**config.mk**
```make
export PLATFORM = sky130hd
export DESIGN_NAME = ordered_queue_remove_by_key_flat
export DESIGN_NICKNAME = d
export VERILOG_FILES = /design/src/rtl/oqrk_pkg.sv /design/src/rtl/oqrk_if.sv /design/src/rtl/oqrk_outq.sv /design/src/rtl/ordered_queue_remove_by_key.sv /design/src/flat_wrapper.sv
export VERILOG_INCLUDE_DIRS = /design/src /design/src/rtl
export SDC_FILE = /design/constraint.sdc
export NUM_CORES = 1
export LEC_CHECK = 0
export BUFFER_PORTS_ARGS = -buffer_cell sky130_fd_sc_hd__clkbuf_2
export CORE_MARGIN = 4
export CORE_UTILIZATION = 47
export DETAILED_ROUTE_END_ITERATION = 10
export GPL_TIMING_DRIVEN = 0
export PLACE_DENSITY_LB_ADDON = 0.15
export SETUP_SLACK_MARGIN = 0.05
export SLEW_MARGIN = 15
export SYNTH_ARGS = -nofsm -noshare
export SYNTH_HDL_FRONTEND = slang
export SYNTH_SLANG_ARGS = --single-unit
```
**constraint.sdc**
```tcl
create_clock -name i_clk -period 5.9 [get_ports i_clk]
set_input_delay 0.885 -clock i_clk [delete_from_list [all_inputs] [get_ports i_clk]]
set_output_delay 0.885 -clock i_clk [all_outputs]
set_load 0.005 [all_outputs]
```
**src/rtl/ordered_queue_remove_by_key_assert.svh**
```systemverilog
// Assertion macros shared by the ordered queue RTL.
`ifndef ORDERED_QUEUE_REMOVE_BY_KEY_ASSERT_SVH
`define ORDERED_QUEUE_REMOVE_BY_KEY_ASSERT_SVH

// Same-cycle implication, disabled while reset is asserted.
`define OQRK_ASSERT_IMP(lbl, clk, rst_n, ante, cons) \
    lbl: assert property (@(posedge clk) disable iff (!rst_n) (ante) |-> (cons)) \
        else $error("oqrk: same-cycle check failed");

// Next-cycle implication, disabled while reset is asserted.
`define OQRK_ASSERT_NXT(lbl, clk, rst_n, ante, cons) \
    lbl: assert property (@(posedge clk) disable iff (!rst_n) (ante) |=> (cons)) \
        else $error("oqrk: next-cycle check failed");

`endif

```
**src/rtl/oqrk_pkg.sv**
```systemverilog
// Package: sequencer states, operation and status codes, queue status type.
package oqrk_pkg;

    localparam logic [1:0] MODE_APPEND = 2'd0;
    localparam logic [1:0] MODE_REMOVE = 2'd1;
    localparam logic [1:0] MODE_DUMP   = 2'd2;

    localparam logic [1:0] ST_OK      = 2'd0;
    localparam logic [1:0] ST_FULL    = 2'd1;
    localparam logic [1:0] ST_MISSING = 2'd2;
    localparam logic [1:0] ST_EMPTY   = 2'd3;

    typedef enum logic [2:0] {
        S_IDLE,
        S_SEARCH,
        S_SHIFT,
        S_DUMP,
        S_REPLY
    } t_state;

    // Occupancy and pop of the output queue, seen by the sequencer.
    typedef struct packed {
        logic [1:0] count;
        logic       pop;
    } t_q_stat;

endpackage

```
**src/rtl/oqrk_if.sv**
```systemverilog
// Valid/ready channel interfaces for the input and result transactions.
interface oqrk_in_if #(
    parameter int KEY_BITS = 20
);
    logic                valid;
    logic                ready;
    logic [1:0]          mode;
    logic [KEY_BITS-1:0] key;

    modport source (output valid, mode, key, input ready);
    modport sink   (input valid, mode, key, output ready);
endinterface

interface oqrk_out_if #(
    parameter int KEY_BITS = 20
);
    logic                valid;
    logic                ready;
    logic [1:0]          status;
    logic [KEY_BITS-1:0] entry_key;
    logic                last;

    modport source (output valid, status, entry_key, last, input ready);
    modport sink   (input valid, status, entry_key, last, output ready);
endinterface

```
**src/rtl/oqrk_outq.sv**
```systemverilog
// Two-entry result queue between the sequencer and the output channel.
module oqrk_outq #(
    parameter int KEY_BITS = 20
) (
    input  logic              i_clk,
    input  logic              i_rst_n,
    oqrk_out_if.sink          i_push,
    oqrk_out_if.source        o_out,
    output oqrk_pkg::t_q_stat o_stat
);
    import oqrk_pkg::*;

    logic [KEY_BITS-1:0] r_key [2];
    logic [1:0]          r_status [2];
    logic                r_last [2];
    logic                r_wp;
    logic                r_rp;
    logic [1:0]          r_cnt;
    logic                w_push;
    logic                w_pop;

    assign i_push.ready    = (r_cnt != 2'd2);
    assign o_out.valid     = (r_cnt != 2'd0);
    assign o_out.status    = r_status[r_rp];
    assign o_out.entry_key = r_key[r_rp];
    assign o_out.last      = r_last[r_rp];

    assign w_push = i_push.valid && i_push.ready;
    assign w_pop  = o_out.valid && o_out.ready;

    assign o_stat.count = r_cnt;
    assign o_stat.pop   = w_pop;

    always_ff @(posedge i_clk) begin
        if (w_push) begin
            r_key[r_wp]    <= i_push.entry_key;
            r_status[r_wp] <= i_push.status;
            r_last[r_wp]   <= i_push.last;
        end
    end

    always_ff @(posedge i_clk) begin
        if (!i_rst_n) begin
            r_wp  <= 1'b0;
            r_rp  <= 1'b0;
            r_cnt <= 2'd0;
        end else begin
            if (w_push) begin
                r_wp <= ~r_wp;
            end
            if (w_pop) begin
                r_rp <= ~r_rp;
            end
            unique case ({w_push, w_pop})
                2'b10:   r_cnt <= r_cnt + 2'd1;
                2'b01:   r_cnt <= r_cnt - 2'd1;
                default: r_cnt <= r_cnt;
            endcase
        end
    end

endmodule

```
**src/rtl/ordered_queue_remove_by_key.sv**
```systemverilog
// Top level: ordered key queue with append, remove-by-key and dump.
//
//  channel | dir | transaction payload              | accepted when
//  --------+-----+----------------------------------+---------------------------
//  i_in    | in  | mode, key                        | i_in.valid && i_in.ready
//  o_out   | out | status, entry_key, last          | o_out.valid && o_out.ready
//
// Append and the empty-queue remove and dump go through accept, then reply.
// Remove reads the entries in order until the key matches, then shifts each later entry
// down one slot and replies, or replies after the last entry on a miss; the single read port serves all reads.
// Dump makes one memory read per entry, each only while the result queue is sure to have room for it.
// Reset clears the entry count and the sequencer state; the key memory is never cleared.
// o_out stalls hold back the sequencer through a two-entry result queue;
// i_in.ready is high only while the sequencer is idle.
`include "ordered_queue_remove_by_key_assert.svh"

module ordered_queue_remove_by_key #(
    parameter int DEPTH    = 64,
    parameter int KEY_BITS = 20
) (
    input  logic       i_clk,
    input  logic       i_rst_n,
    oqrk_in_if.sink    i_in,
    oqrk_out_if.source o_out
);
    import oqrk_pkg::*;

    localparam int AW    = (DEPTH > 1) ? $clog2(DEPTH) : 1;
    localparam int CNT_W = $clog2(DEPTH + 1);

    // Key storage: one write and one registered read per cycle.
    logic [KEY_BITS-1:0] r_mem [DEPTH];
    logic [KEY_BITS-1:0] r_rd_data;

    // Sequencer state.
    t_state              r_state;
    t_state              n_state;
    logic [CNT_W-1:0]    r_count;   // stored entries
    logic [CNT_W-1:0]    r_idx;     // next address to read
    logic [CNT_W-1:0]    r_chk;     // address whose data sits in r_rd_data
    logic                r_pend;    // r_rd_data holds a fresh read
    logic [KEY_BITS-1:0] r_key;     // key being searched
    logic [1:0]          r_res_status;

    // Memory port controls.
    logic                rd_en;
    logic                wr_en;
    logic [AW-1:0]       wr_addr;
    logic [KEY_BITS-1:0] wr_data;

    // Decodes.
    logic                in_acc;
    logic                is_full;
    logic                is_empty;
    logic                more_to_read;
    logic                hit;
    logic                at_tail;
    logic                scan_end;
    logic                dump_credit;
    logic [CNT_W-1:0]    chk_prev;
    logic [CNT_W-1:0]    count_inc;
    logic [2:0]          q_load;
    logic [2:0]          q_room;

    t_q_stat             q_stat;

    oqrk_out_if #(.KEY_BITS(KEY_BITS)) push_if ();

    oqrk_outq #(
        .KEY_BITS (KEY_BITS)
    ) u_outq (
        .i_clk   (i_clk),
        .i_rst_n (i_rst_n),
        .i_push  (push_if),
        .o_out   (o_out),
        .o_stat  (q_stat)
    );

    assign in_acc       = i_in.valid && i_in.ready;
    assign is_full      = (r_count >= CNT_W'(DEPTH));
    assign is_empty     = (r_count == '0);
    assign more_to_read = (r_idx < r_count);
    assign at_tail      = ((r_chk + CNT_W'(1)) == r_count);
    assign hit          = r_pend && (r_rd_data == r_key);
    assign scan_end     = r_pend && !hit && at_tail;
    assign chk_prev     = r_chk - CNT_W'(1);
    assign count_inc    = r_count + CNT_W'(1);

    // Issue a dump read only if its data is sure to find room in the queue.
    assign q_load      = {1'b0, q_stat.count} + {2'b00, r_pend};
    assign q_room      = 3'd1 + {2'b00, q_stat.pop};
    assign dump_credit = (q_load <= q_room);

    // Next state.
    always_comb begin
        n_state = r_state;
        unique case (r_state)
            S_IDLE: begin
                if (in_acc) begin
                    unique case (i_in.mode)
                        MODE_APPEND: n_state = S_REPLY;
                        MODE_REMOVE: n_state = is_empty ? S_REPLY : S_SEARCH;
                        MODE_DUMP:   n_state = is_empty ? S_REPLY : S_DUMP;
                        default:     n_state = S_IDLE;
                    endcase
                end
            end
            S_SEARCH: begin
                priority if (hit) begin
                    n_state = S_SHIFT;
                end else if (scan_end) begin
                    n_state = S_REPLY;
                end else begin
                    n_state = S_SEARCH;
                end
            end
            S_SHIFT: begin
                if (!r_pend && !more_to_read) begin
                    n_state = S_REPLY;
                end
            end
            S_DUMP: begin
                if (!r_pend && !more_to_read) begin
                    n_state = S_IDLE;
                end
            end
            S_REPLY: begin
                if (push_if.ready) begin
                    n_state = S_IDLE;
                end
            end
            default: n_state = S_IDLE;
        endcase
    end

    // Control outputs.
    always_comb begin
        i_in.ready        = 1'b0;
        rd_en             = 1'b0;
        wr_en             = 1'b0;
        wr_addr           = r_count[AW-1:0];
        wr_data           = i_in.key;
        push_if.valid     = 1'b0;
        push_if.status    = ST_OK;
        push_if.entry_key = '0;
        push_if.last      = 1'b1;
        unique case (r_state)
            S_IDLE: begin
                i_in.ready = 1'b1;
                wr_en      = in_acc && (i_in.mode == MODE_APPEND) && !is_full;
            end
            S_SEARCH: begin
                rd_en = !hit && more_to_read;
            end
            S_SHIFT: begin
                rd_en   = more_to_read;
                wr_en   = r_pend;
                wr_addr = chk_prev[AW-1:0];
                wr_data = r_rd_data;
            end
            S_DUMP: begin
                rd_en             = more_to_read && dump_credit;
                push_if.valid     = r_pend;
                push_if.entry_key = r_rd_data;
                push_if.last      = at_tail;
            end
            S_REPLY: begin
                push_if.valid  = 1'b1;
                push_if.status = r_res_status;
            end
            default: begin
                i_in.ready = 1'b0;
            end
        endcase
    end

    // Key memory.
    always_ff @(posedge i_clk) begin
        if (wr_en) begin
            r_mem[wr_addr] <= wr_data;
        end
        if (rd_en) begin
            r_rd_data <= r_mem[r_idx[AW-1:0]];
        end
    end

    // Datapath registers: search key, read tracking, reply code.
    always_ff @(posedge i_clk) begin
        unique case (r_state)
            S_IDLE: begin
                r_key  <= i_in.key;
                r_idx  <= '0;
                r_pend <= 1'b0;
                if (in_acc) begin
                    unique case (i_in.mode)
                        MODE_APPEND: r_res_status <= is_full ? ST_FULL : ST_OK;
                        MODE_REMOVE: r_res_status <= ST_MISSING;
                        MODE_DUMP:   r_res_status <= ST_EMPTY;
                        default:     r_res_status <= r_res_status;
                    endcase
                end
            end
            S_SEARCH: begin
                priority if (hit) begin
                    // Start the compaction from the slot after the match.
                    r_idx  <= r_chk + CNT_W'(1);
                    r_pend <= 1'b0;
                end else if (scan_end) begin
                    r_pend       <= 1'b0;
                    r_res_status <= ST_MISSING;
                end else begin
                    r_pend <= rd_en;
                    if (rd_en) begin
                        r_chk <= r_idx;
                        r_idx <= r_idx + CNT_W'(1);
                    end
                end
            end
            S_SHIFT, S_DUMP: begin
                r_pend       <= rd_en;
                r_res_status <= ST_OK;
                if (rd_en) begin
                    r_chk <= r_idx;
                    r_idx <= r_idx + CNT_W'(1);
                end
            end
            default: begin
                r_pend <= 1'b0;
            end
        endcase
    end

    // Control registers.
    always_ff @(posedge i_clk) begin
        if (!i_rst_n) begin
            r_state <= S_IDLE;
            r_count <= '0;
        end else begin
            r_state <= n_state;
            priority if (r_state == S_IDLE && wr_en) begin
                r_count <= count_inc;
            end else if (r_state == S_SHIFT && n_state == S_REPLY) begin
                // Compaction done: drop the removed entry.
                r_count <= r_count - CNT_W'(1);
            end else begin
                r_count <= r_count;
            end
        end
    end

    `OQRK_ASSERT_IMP(a_dump_room, i_clk, i_rst_n, (r_state == S_DUMP) && r_pend, push_if.ready)
    `OQRK_ASSERT_IMP(a_count_max, i_clk, i_rst_n, 1'b1, r_count <= CNT_W'(DEPTH))
    `OQRK_ASSERT_IMP(a_read_in_range, i_clk, i_rst_n, rd_en, r_idx < r_count)
    `OQRK_ASSERT_NXT(a_append_grows, i_clk, i_rst_n, in_acc && wr_en, r_count == $past(count_inc))

endmodule

```
**src/flat_wrapper.sv**
```systemverilog
// flat-port wrapper written by rule: the top's interface ports become plain ports
module ordered_queue_remove_by_key_flat import oqrk_pkg::*;
#(
    parameter int DEPTH    = 64,
    parameter int KEY_BITS = 20
)
  (i_clk, i_rst_n, i_in_valid, i_in_mode, i_in_key, i_in_ready, o_out_valid, o_out_status, o_out_entry_key, o_out_last, o_out_ready);
  oqrk_in_if #(.KEY_BITS(KEY_BITS)) i_in_i ();
  oqrk_out_if #(.KEY_BITS(KEY_BITS)) o_out_i ();
  input  logic i_clk;
  input  logic i_rst_n;
  input wire logic [$bits(i_in_i.valid)-1:0] i_in_valid;
  input wire logic [$bits(i_in_i.mode)-1:0] i_in_mode;
  input wire logic [$bits(i_in_i.key)-1:0] i_in_key;
  output wire logic [$bits(i_in_i.ready)-1:0] i_in_ready;
  output wire logic [$bits(o_out_i.valid)-1:0] o_out_valid;
  output wire logic [$bits(o_out_i.status)-1:0] o_out_status;
  output wire logic [$bits(o_out_i.entry_key)-1:0] o_out_entry_key;
  output wire logic [$bits(o_out_i.last)-1:0] o_out_last;
  input wire logic [$bits(o_out_i.ready)-1:0] o_out_ready;
  assign i_in_i.valid = i_in_valid;
  assign i_in_i.mode = i_in_mode;
  assign i_in_i.key = i_in_key;
  assign i_in_ready = i_in_i.ready;
  assign o_out_valid = o_out_i.valid;
  assign o_out_status = o_out_i.status;
  assign o_out_entry_key = o_out_i.entry_key;
  assign o_out_last = o_out_i.last;
  assign o_out_i.ready = o_out_ready;
  ordered_queue_remove_by_key #(.DEPTH(DEPTH), .KEY_BITS(KEY_BITS)) u_core (.i_clk(i_clk), .i_rst_n(i_rst_n), .i_in(i_in_i), .o_out(o_out_i));
endmodule
```
# ---- Yosys cells after proc, flatten, opt, wreduce, memory -nomap -nowiden
# Memories as Yosys holds them, arrays and structs flattened. A register that Yosys moved wholly into a read port is not among the register bits.
# Index checks and enable logic that the tools add are counted.
dict set report classes {
  addsub 9
  magnitude_cmp 3
  eq_ne 18
  n_mux 49
  bitwise_logic 2
  reduce_logical 29
}
# cell n
set op_table {}
lappend op_table {{$mux 7} 8}
lappend op_table {{$mux 20} 2}
lappend op_table {{$mux 3} 8}
lappend op_table {{$add 7x1->7 const B} 3}
lappend op_table {{$pmux 7 s3} 1}
lappend op_table {{$eq 20x20->1} 1}
lappend op_table {{$mux 1} 15}
lappend op_table {{$pmux 3 s5} 1}
lappend op_table {{$pmux 7 s2} 1}
lappend op_table {{$logic_and 1x1->1} 13}
lappend op_table {{$pmux 2 s3} 2}
lappend op_table {{$pmux 3 s3} 1}
lappend op_table {{$mux 2} 4}
lappend op_table {{$reduce_bool 2->1} 4}
lappend op_table {{$eq 7x7->1} 1}
lappend op_table {{$ge 7x7->1 const B} 1}
lappend op_table {{$logic_not 7->1} 1}
lappend op_table {{$lt 7x7->1} 1}
lappend op_table {{$sub 7x1->7 const B} 1}
lappend op_table {{$eq 3x2->1 const B} 2}
lappend op_table {{$eq 3x3->1 const B} 2}
lappend op_table {{$mux 6} 1}
lappend op_table {{$ne 2x2->1 const B} 3}
lappend op_table {{$pmux 1 s2} 3}
lappend op_table {{23 further kinds} 30}
dict set report word_totals {
  regBits 51
  ramBits 1326
  out_inout_bits 25
  elab_cells 124
  memories 4
}
# memory words width read_ports rd_ports_with_merged_regs write_ports line
set memory_table {}
lappend memory_table {u_core.r_mem 64 20 1 1 1 ordered_queue_remove_by_key.sv:32} ;# logic [KEY_BITS-1:0] r_mem [DEPTH];
lappend memory_table {u_core.u_outq.r_key 2 20 1 1 1 oqrk_outq.sv:13} ;# logic [KEY_BITS-1:0] r_key [2];
lappend memory_table {u_core.u_outq.r_status 2 2 1 1 1 oqrk_outq.sv:14} ;# logic [1:0] r_status [2];
lappend memory_table {u_core.u_outq.r_last 2 1 1 1 1 oqrk_outq.sv:15} ;# logic r_last [2];

# ---- Longest topological paths before layout
# Gate-level depths: netlist of run 1.
dict set report logic_depth {
  depth_word 12
  depth_mapped 13
  ltp_nobuf 12
}

# ---- Modules after synthesis
# Synthesis of run 1 repeated with hierarchy kept, for this count alone.
dict set report hier_totals {
  cells_unflattened 2400
  hier_area_um2 54607.4
}
# module n_inst cells_per_inst area_each_um2 seq_area_each_um2
set by_module_without_submodules {}
lappend by_module_without_submodules {ordered_queue_remove_by_key 1 2304 52714.3 40338.7}
lappend by_module_without_submodules {oqrk_outq 1 96 1893.1 1481.4}

# ---- Worst setup path before layout of run 1
# No wires, ideal clock.
dict set report synth_timing {
  kind {flip-flop to flip-flop}
  start {register u_core.r_state[0]}
  end {memory u_core.r_mem[32][0], enable pin}
  setup_ns 0.397
  arrival_time_ns 3.399
  t_required_ns 5.503
  slack_ns 2.105
  stages_incl_launch_ff 9
  path_buffers 1
  synth_period_minus_slack_ns 3.795
  cell_sequence {dfxtp_1 buf_2 nor3_2 nand2_1 nor3b_2 inv_2 o22ai_2 nand2_1 nor2_1}
}
dict set report synth_between {
  elab_chain_cells 8
  elab_cells_between_ends 10
  classes_between {eq/ne: 1; mux: 5; reduce/logical: 4}
}
# item line
set synth_lines {}
lappend synth_lines {{start, declared} ordered_queue_remove_by_key.sv:36} ;# t_state r_state;
lappend synth_lines {{start signal, assigned} ordered_queue_remove_by_key.sv:239} ;# r_state <= n_state;
lappend synth_lines {{$logic_not 3->1} ordered_queue_remove_by_key.sv:147} ;# unique case (r_state)
lappend synth_lines {{$mux 1} ordered_queue_remove_by_key.sv:147}
lappend synth_lines {{via i_in_ready} flat_wrapper.sv:15} ;# output wire logic [$bits(i_in_i.ready)-1:0] i_in_ready;
lappend synth_lines {{$logic_and 1x1->1} ordered_queue_remove_by_key.sv:79} ;# assign in_acc = i_in.valid && i_in.ready;
lappend synth_lines {{$logic_and 1x1->1 (2 in series)} ordered_queue_remove_by_key.sv:150} ;# wr_en = in_acc && (i_in.mode == MODE_APPEND) && !is_full;
lappend synth_lines {{$pmux 1 s2} ordered_queue_remove_by_key.sv:147}
lappend synth_lines {{$mux 1} ordered_queue_remove_by_key.sv:179} ;# if (wr_en) begin
lappend synth_lines {{$mux 1 (implied by the code)} ordered_queue_remove_by_key.sv:180} ;# r_mem[wr_addr] <= wr_data;
lappend synth_lines {{end, declared} ordered_queue_remove_by_key.sv:32}
# The timed path passes the listed nets, and every way through them passes these cells.

# ---- Final worst setup path of run 1
dict set report layout_timing {
  start {register u_core.r_idx[1]}
  end {register u_core.r_rd_data[18], read port of u_core.r_mem (data pin)}
}
dict set report layout_between {
  elab_chain_cells 3
  elab_cells_between_ends 4
  classes_between {order compare: 1; mux: 1; reduce/logical: 2}
}
# item line
set layout_lines {}
lappend layout_lines {{start, declared} ordered_queue_remove_by_key.sv:39} ;# logic [CNT_W-1:0] r_idx;
lappend layout_lines {{start signal, assigned} ordered_queue_remove_by_key.sv:206} ;# r_idx <= r_chk + CNT_W'(1);
lappend layout_lines {{start signal, assigned} ordered_queue_remove_by_key.sv:215} ;# r_idx <= r_idx + CNT_W'(1);
lappend layout_lines {{start signal, assigned} ordered_queue_remove_by_key.sv:224} ;# r_idx <= r_idx + CNT_W'(1);
lappend layout_lines {{$lt 7x7->1} ordered_queue_remove_by_key.sv:82} ;# assign more_to_read = (r_idx < r_count);
lappend layout_lines {{$logic_and 1x1->1, on equally long branches} {ordered_queue_remove_by_key.sv:162, ordered_queue_remove_by_key.sv:153}}
lappend layout_lines {{$pmux 1 s3} ordered_queue_remove_by_key.sv:147}
lappend layout_lines {{end, declared} ordered_queue_remove_by_key.sv:33} ;# logic [KEY_BITS-1:0] r_rd_data;
# Several ways; a longest one is shown, not always the timed one.
# A chain may end at the register's enable or synchronous reset.

==> results.txt, run 1 <==
crit end category: flop
top cells by area, synth: edfxtp_1, mux4_2, mux2i_1
Sw Share: 25.3%
Worst Path Class, Setup: flop to flop
largest area contributor in the netlist: edfxtp_1
Critical-path top delay cell: o21ai_0
flop and latch count out of synthesis: 1,398
total track usage: 24.8%
combinational family with the most area after synthesis: multiplexers
PD cells: 370 nW/µm²
initial antenna violation count: 2
P_int: 0.0176 W
via count: 29,600
Num CTS Buffers: 146
Leak: 19.6 nW
I/O pins: 51
global route hottest layer: met2
post-route ant nets: 0
worst rel slew slack: 16.0%
post-synthesis mux area share: 13.4%
CP peak stage delay: 930 ps
vias in the first global route: 29,800
Synth Warn #: 0
Synth Area in Compound Gates: 5.88%
commonest non-fill, non-tap cell in the layout: edfxtp_1
CP Launch Type: flop
hold slack final: 350 ps
Post-Synth XOR/XNOR Area: 0.804%
initial core utilization: 47.5%
reg2reg setup slack: 1180 ps
Slew Limit Fails: 0
largest net degree at the start of global routing: 65
Final Hold Vio Count: 0
clk sinks: 1,398
DR WL/cell: 31.3 µm
RSZ-0062 raised after global routing: no
Max clock buf depth: 3
EDFF count, synth: 1,382
layout cells sized above 1: 21.9%
global-route wire length before repair: 214,000 µm
max-cap check violation count: 0
Nets: 3,285
Fillers: 8,988
TritonRoute pass-1 iters: 6
Die H: 352 µm
Reg power frac: 47.7%
most frequent cells in the layout: edfxtp_1, mux2i_1, mux4_2
pre-CTS setup slack: 1360 ps
Iteration-0 DRC Markers: 3,068
worst setup margin: 1180 ps
vias per cell: 6.08
post-synthesis cell count: 2,977
Root Driver: clkbuf_16
area share of the largest cell type after synthesis: 74.7%
Port Buffers: 50
area share of fa/ha/maj cells after synthesis: 0.568%
peak supply drop: 0.294 mV
syn nets: 3,027
asr flop ratio synth: 0%
min Tclk post-route: 4720 ps
Synth Flop Type: edfxtp_1
Data required, critical path: 6350 ps
simple-gate share of the synthesized area: 2.40%
row count: 125
TritonCTS clock tree: built
register area: 41,800 µm²
final RePlAce weighted congestion: 1.00
crit path DAT: 5170 ps
met3 GRT Util: 5.99%
clock skew: 22.7 ps
Clock Latency Late Sink: 750 ps
area of the mapped netlist: 55,500 µm²
drt drc: 0
GR Util met2: 40.1%
final setup fails: 0
die area: 124,000 µm²
Clock power frac: 38.9%
grt met1 use: 32.6%
Distinct cells, synth: 59
Worst Max-Slew Pin Slew: 1250 ps
DRT Wirelength: 153,000 µm
gr ovfl total: 0
CTS H-Tree Depth: 4
HP Class: input port to flop
CP Max Fanout: 10
syn avg cell area: 18.7 µm²
detailed placer's ending HPWL: 104,000 µm
Max Clock Freq: 212 MHz
Gates resized, CTS repair: 0
core footprint: 117,000 µm²
final cycle utilization of the critical path: 80.0%
status: finished, final reports clean
Multi-input gate area: 13,100 µm²
die width: 352 µm
Layout area overhead: 14.8%
Comb power frac: 13.4%
hold buffers post-CTS: 0
CP Cell Sequence: buf_2, nand2_1, buf_2, buf_1, o21ai_1, nand2_1, o21ai_0, o21ai_0, nor2_1
Post-CTS Setup Inserts: 0
sequential cell area fraction in the yosys report: 75.3%
Sw Pwr: 0.00597 W
clock slew at reported path FFs: 60 ps
synthesized netlist by cell type (3+ instances only):
master	count
mux2i_1	266
nor2b_1	5
o221ai_1	113
o21ai_1	52
a21boi_0	20
nor2_1	124
clkbuf_1	78
buf_2	30
inv_1	21
a21o_1	6
a31oi_1	4
buf_4	31
a22oi_1	21
o22ai_1	71
buf_6	11
o21ai_0	68
a311oi_1	13
edfxtp_1	1382
nand2b_1	4
nand2_1	86
xor2_1	14
nand4_1	15
dfxtp_1	16
xnor2_1	37
buf_1	15
mux2_2	102
and3_1	5
a211oi_1	21
o31ai_1	3
ha_1	22
and2_1	24
mux4_2	160
nor3_1	3
a21oi_1	85
nand3_1	20
worst max-delay path, delay by kind of cell (launching register included):
kind / cells / cell delay (ps)
DFF: 1 / 540
buffers and inverters: 3 / 1720
and+or+nand+nor: 3 / 840
AOI/OAI and AO/OA: 3 / 1280
per-layer routing:
layer | wire (µm) | vias up
li1 | - | 12700
met1 | 60700 | 15400
met2 | 72400 | 1265
met3 | 12900 | 301
met4 | 6420 | 2
met5 | 15 | -
path summary, 6_finish.rpt:
path                         from                    to  cells after the start
hold / removal        i_in_key[9]       u_core.r_key[9]                      1
setup / recovery  u_core.r_idx[1]  u_core.r_rd_data[18]                      9
setup reg to reg  u_core.r_idx[1]  u_core.r_rd_data[18]                      9
hold reg to reg   u_core.r_idx[3]       u_core.r_chk[3]                      0
power by group through the flow:
| stage | clock [W] | sequential, W | combinational, W |
|---|---|---|---|
| after global placement | 0 | 0.0115 | 0.00298 |
| final | 0.00919 | 0.0113 | 0.00315 |
| after global routing | 0.00976 | 0.0113 | 0.00331 |
| after CTS | 0.00933 | 0.0113 | 0.00313 |
| after floorplan | 0 | 0.0114 | 0.00182 |
| after detailed placement | 0 | 0.0115 | 0.00312 |
sequential cells by signal (all words and copies together) (netlist names), named ones only:
name / cells
u_core.r_idx: 7
u_core.u_outq.r_key: 40
u_core.u_outq.r_rp: 1
u_core.r_count: 7
u_core.u_outq.r_cnt: 2
u_core.r_chk: 7
u_core.r_mem: 1280
u_core.r_state: 3
u_core.r_key: 20
u_core.r_res_status: 2
u_core.u_outq.r_last: 2
u_core.r_pend: 1
u_core.u_outq.r_wp: 1
u_core.r_rd_data: 20
u_core.u_outq.r_status: 4
cell families after synthesis:
logic type	Yosys count
AO/OA/AOI/OAI	490
XOR/XNOR	51
adder cells (fa/ha/maj)	24
buffers and inverters	187
flip-flops	1398
multiplexers	529
AND/OR/NAND/NOR	298
stage by stage:
stage | instance area, µm² | total power (W) | TNS [ps] | cells | util [%]
2_1_floorplan | 55500 | 0.0133 | 0 | 2977 | -
3_3_place_gp | 57700 | 0.0145 | -10480 | 4551 | 49.4
3_5_place_dp | 58900 | 0.0146 | 0 | 4611 | 50.5
4_1_cts | 63700 | 0.0237 | 0 | 4878 | 54.6
5_1_grt | 63800 | 0.0243 | 0 | 4878 | 54.6
6_report | 63800 | 0.0236 | 0 | 4879 | 54.6
cell type report:
type,instances,area share [%]
inverters,22,0.130
well taps,1524,2.99
plain buffers,165,1.35
repair buffers,110,1.81
clock buffers,171,5.98
flip-flops and latches,1398,65.6
clock inverters,96,1.55
multi-input cells,1392,20.6
diodes,1,0.00393
Note: power is estimated with default switching activity, not from simulation.
==> run 2, diff against run 1 <==
Clock period 5.9 ns to 3.9 ns, I/O delays scaled along.
==> run 2 against run 1 <==
Critical endpoint is now u_core.r_rd_data[6]. Non-clock buffer count is 8 higher. The flow now finishes with violations (negative setup slack). Die area did not move. First-iteration DRC count increased by 7.6%. Register-to-register slack worse by 1200 ps. Maximum frequency grew 21%. Routed wire length up 2.7%. Total power increased by 52%.
==> results.txt, run 2 (synthesized netlist as in run 1, its figures left out) <==
detailed placer's ending HPWL: 104,000 µm (unchanged)
Clock Latency Late Sink: 750 ps (about the same)
I/O pins: 51 (unchanged)
R2R Path Start: u_core.r_idx[1]
CP Max Fanout: 10 (unchanged)
CP top delay family: buffers and inverters
Num CTS Buffers: 146 (unchanged)
Nets: 3,307 (+0.67%)
DRT Wirelength: 157,000 µm (+2.7%)
peak supply drop: 0.449 mV (+53%)
Port Buffers: 50 (unchanged)
clk sinks: 1,398 (unchanged)
CP Cell Sequence: nand2b_1, buf_2, buf_4, clkbuf_2, o221ai_1, nand3_1, o21ai_0, o21ai_1, nor2_1
largest reg by FF count: u_core.r_mem
Reg-to-Reg End: u_core.r_rd_data[6]
min Tclk post-route: 3910 ps (-806 ps)
Hold Startpoint: i_in_key[9]
CP peak stage delay: 660 ps (-270 ps)
die width: 352 µm (unchanged)
vias per cell: 6.13 (+0.86%)
PD cells: 558 nW/µm² (+51%)
drt drc: 0 (unchanged)
# placed instances: 4,611 (unchanged)
commonest non-fill, non-tap cell in the layout: edfxtp_1
reg2reg path depth: 9 (unchanged)
hold-critical path depth: 1 (unchanged)
CP Depth: 9 (unchanged)
crit path DAT: 4360 ps (-810 ps)
Fillers: 8,945 (-0.48%)
Slew Limit Fails: 0 (unchanged)
worst rel slew slack: 28.7% (+13 points)
Data required, critical path: 4350 ps (-2000 ps)
initial core utilization: 47.5% (unchanged)
Max clock buf depth: 3 (unchanged)
die area: 124,000 µm² (unchanged)
status: finished with violations
worst setup margin: -14.2 ps (-1190 ps)
Max Clock Freq: 255 MHz (+21%)
Critical-path top delay cell: o21ai_1
vias in the first global route: 30,000 (+0.95%)
RSZ-0062 raised after global routing: yes
core footprint: 117,000 µm² (unchanged)
clock skew: 23.5 ps (+0.786 ps)
Post-Route Utilization: 55.0% (+0.43 points)
Multi-input gate area: 13,500 µm² (+2.6%)
Hold Path End: u_core.r_key[9]
DR WL/cell: 32.0 µm (+2.3%)
TritonRoute pass-1 iters: 6 (unchanged)
ant diodes: 0 (-1)
Layout area overhead: 15.7%
hold buffers post-CTS: 0 (unchanged)
Root Driver: clkbuf_16
most frequent cells in the layout: edfxtp_1, mux2i_1, mux4_2
final setup fails: 2 (+2)
CTS H-Tree Depth: 4 (unchanged)
HP Class: input port to flop
Iteration-0 DRC Markers: 3,302 (+7.6%)
final cycle utilization of the critical path: 100% (+20 points)
critical path buffer and inverter count: 3 (unchanged)
Worst Path Class, Setup: flop to flop
Die H: 352 µm (unchanged)
max-cap check violation count: 0 (unchanged)
Leak: 19.7 nW (+0.79%)
global-route wire length before repair: 219,000 µm (+1.9%)
violated checks: negative setup slack
layout cells sized above 1: 23.8% (+1.9 points)
via count: 30,000 (+1.3%)
Layout Cells excl Fill: 4,900 (+0.43%)
Final Hold Vio Count: 0 (unchanged)
largest net degree at the start of global routing: 65 (unchanged)
initial antenna violation count: 5 (+3)
CP Launch Type: flop
TritonCTS clock tree: built
crit end category: flop
total track usage: 25.4% (+0.60 points)
clock slew at reported path FFs: 60 ps (about the same)
post-route ant nets: 0 (unchanged)
reg2reg setup slack: -10 ps (-1190 ps)
Critical Path Source: u_core.r_idx[1]
pre-CTS setup slack: -573 ps (-1930 ps)
row count: 125 (unchanged)
Worst Max-Slew Pin Slew: 1070 ps (-176 ps)
gr ovfl total: 0 (unchanged)
max reg flops: 1,280 (unchanged)
register area: 41,800 µm² (unchanged)
largest registers: u_core.r_mem x1280, u_core.u_outq.r_key x40
final RePlAce weighted congestion: 1.00 (unchanged)
run 2: cell count changes in the layout (fill, tap and decap cells not counted), sizes merged:
cell,change
a41oi,+1
clkbuf,+2
clkdlybuf4s15,+6
diode,-1
nor2,+13
run 2: cell type report:
cell class	count	area share, %
clock inverters	96	1.53
multi-input cells	1406	21.0
plain buffers	165	1.44
flip-flops and latches	1398	65.1
clock buffers	171	5.93
inverters	22	0.129
repair buffers	118	1.95
well taps	1524	2.97
run 2: layer usage:
layer	wire (µm)	track usage, %	share of wire [%]
met4	6480	9.98	4.1
met3	13600	6.31	8.7
met5	25	0	0.016
met2	74200	40.8	47
met1	62400	33.6	40
run 2: worst max path at each step:
stage | to
final | u_core.r_rd_data[6]
after global routing | u_core.r_mem[6][3]
after CTS | u_core.r_mem[33][0]
after detailed placement | u_core.r_rd_data[18]
after global placement | u_core.r_mem[0][1]
after floorplan | u_core.r_mem[40][0]
run 2: through the flow:
stage	power (W)	TNS (ps)	area (µm²)	hold slack [ps]
floorplan	0.0201	0	55500	455
finish	0.0358	-22.1	64300	51.2
global placement	0.0219	-2289930	57700	495
CTS	0.0360	-183	64100	7.30
global route	0.0369	0	64300	33.6
detailed placement	0.0221	-121410	58900	510
run 2: timing repair:
action	CTS	global route
gates resized for setup	68	21
cloned	14	0
endpoints found under the setup margin	1082	515
pin swaps	15	1
buffers inserted	2	6
run 2: worst reg2reg max path, stage by stage, from the launching register on:
cell,delay (ps)
edfxtp_1,560
nand2b_1,210
buf_2,430
buf_4,430
clkbuf_2,430
o221ai_1,370
nand3_1,210
o21ai_0,110
o21ai_1,660
nor2_1,220
run 2: where the power goes:
group / internal [W] / total (W) / switching (W)
Clock: 0.00820 / 0.0139 / 0.00570
Sequential: 0.0169 / 0.0170 / 0.000132
Combinational: 0.00160 / 0.00489 / 0.00329
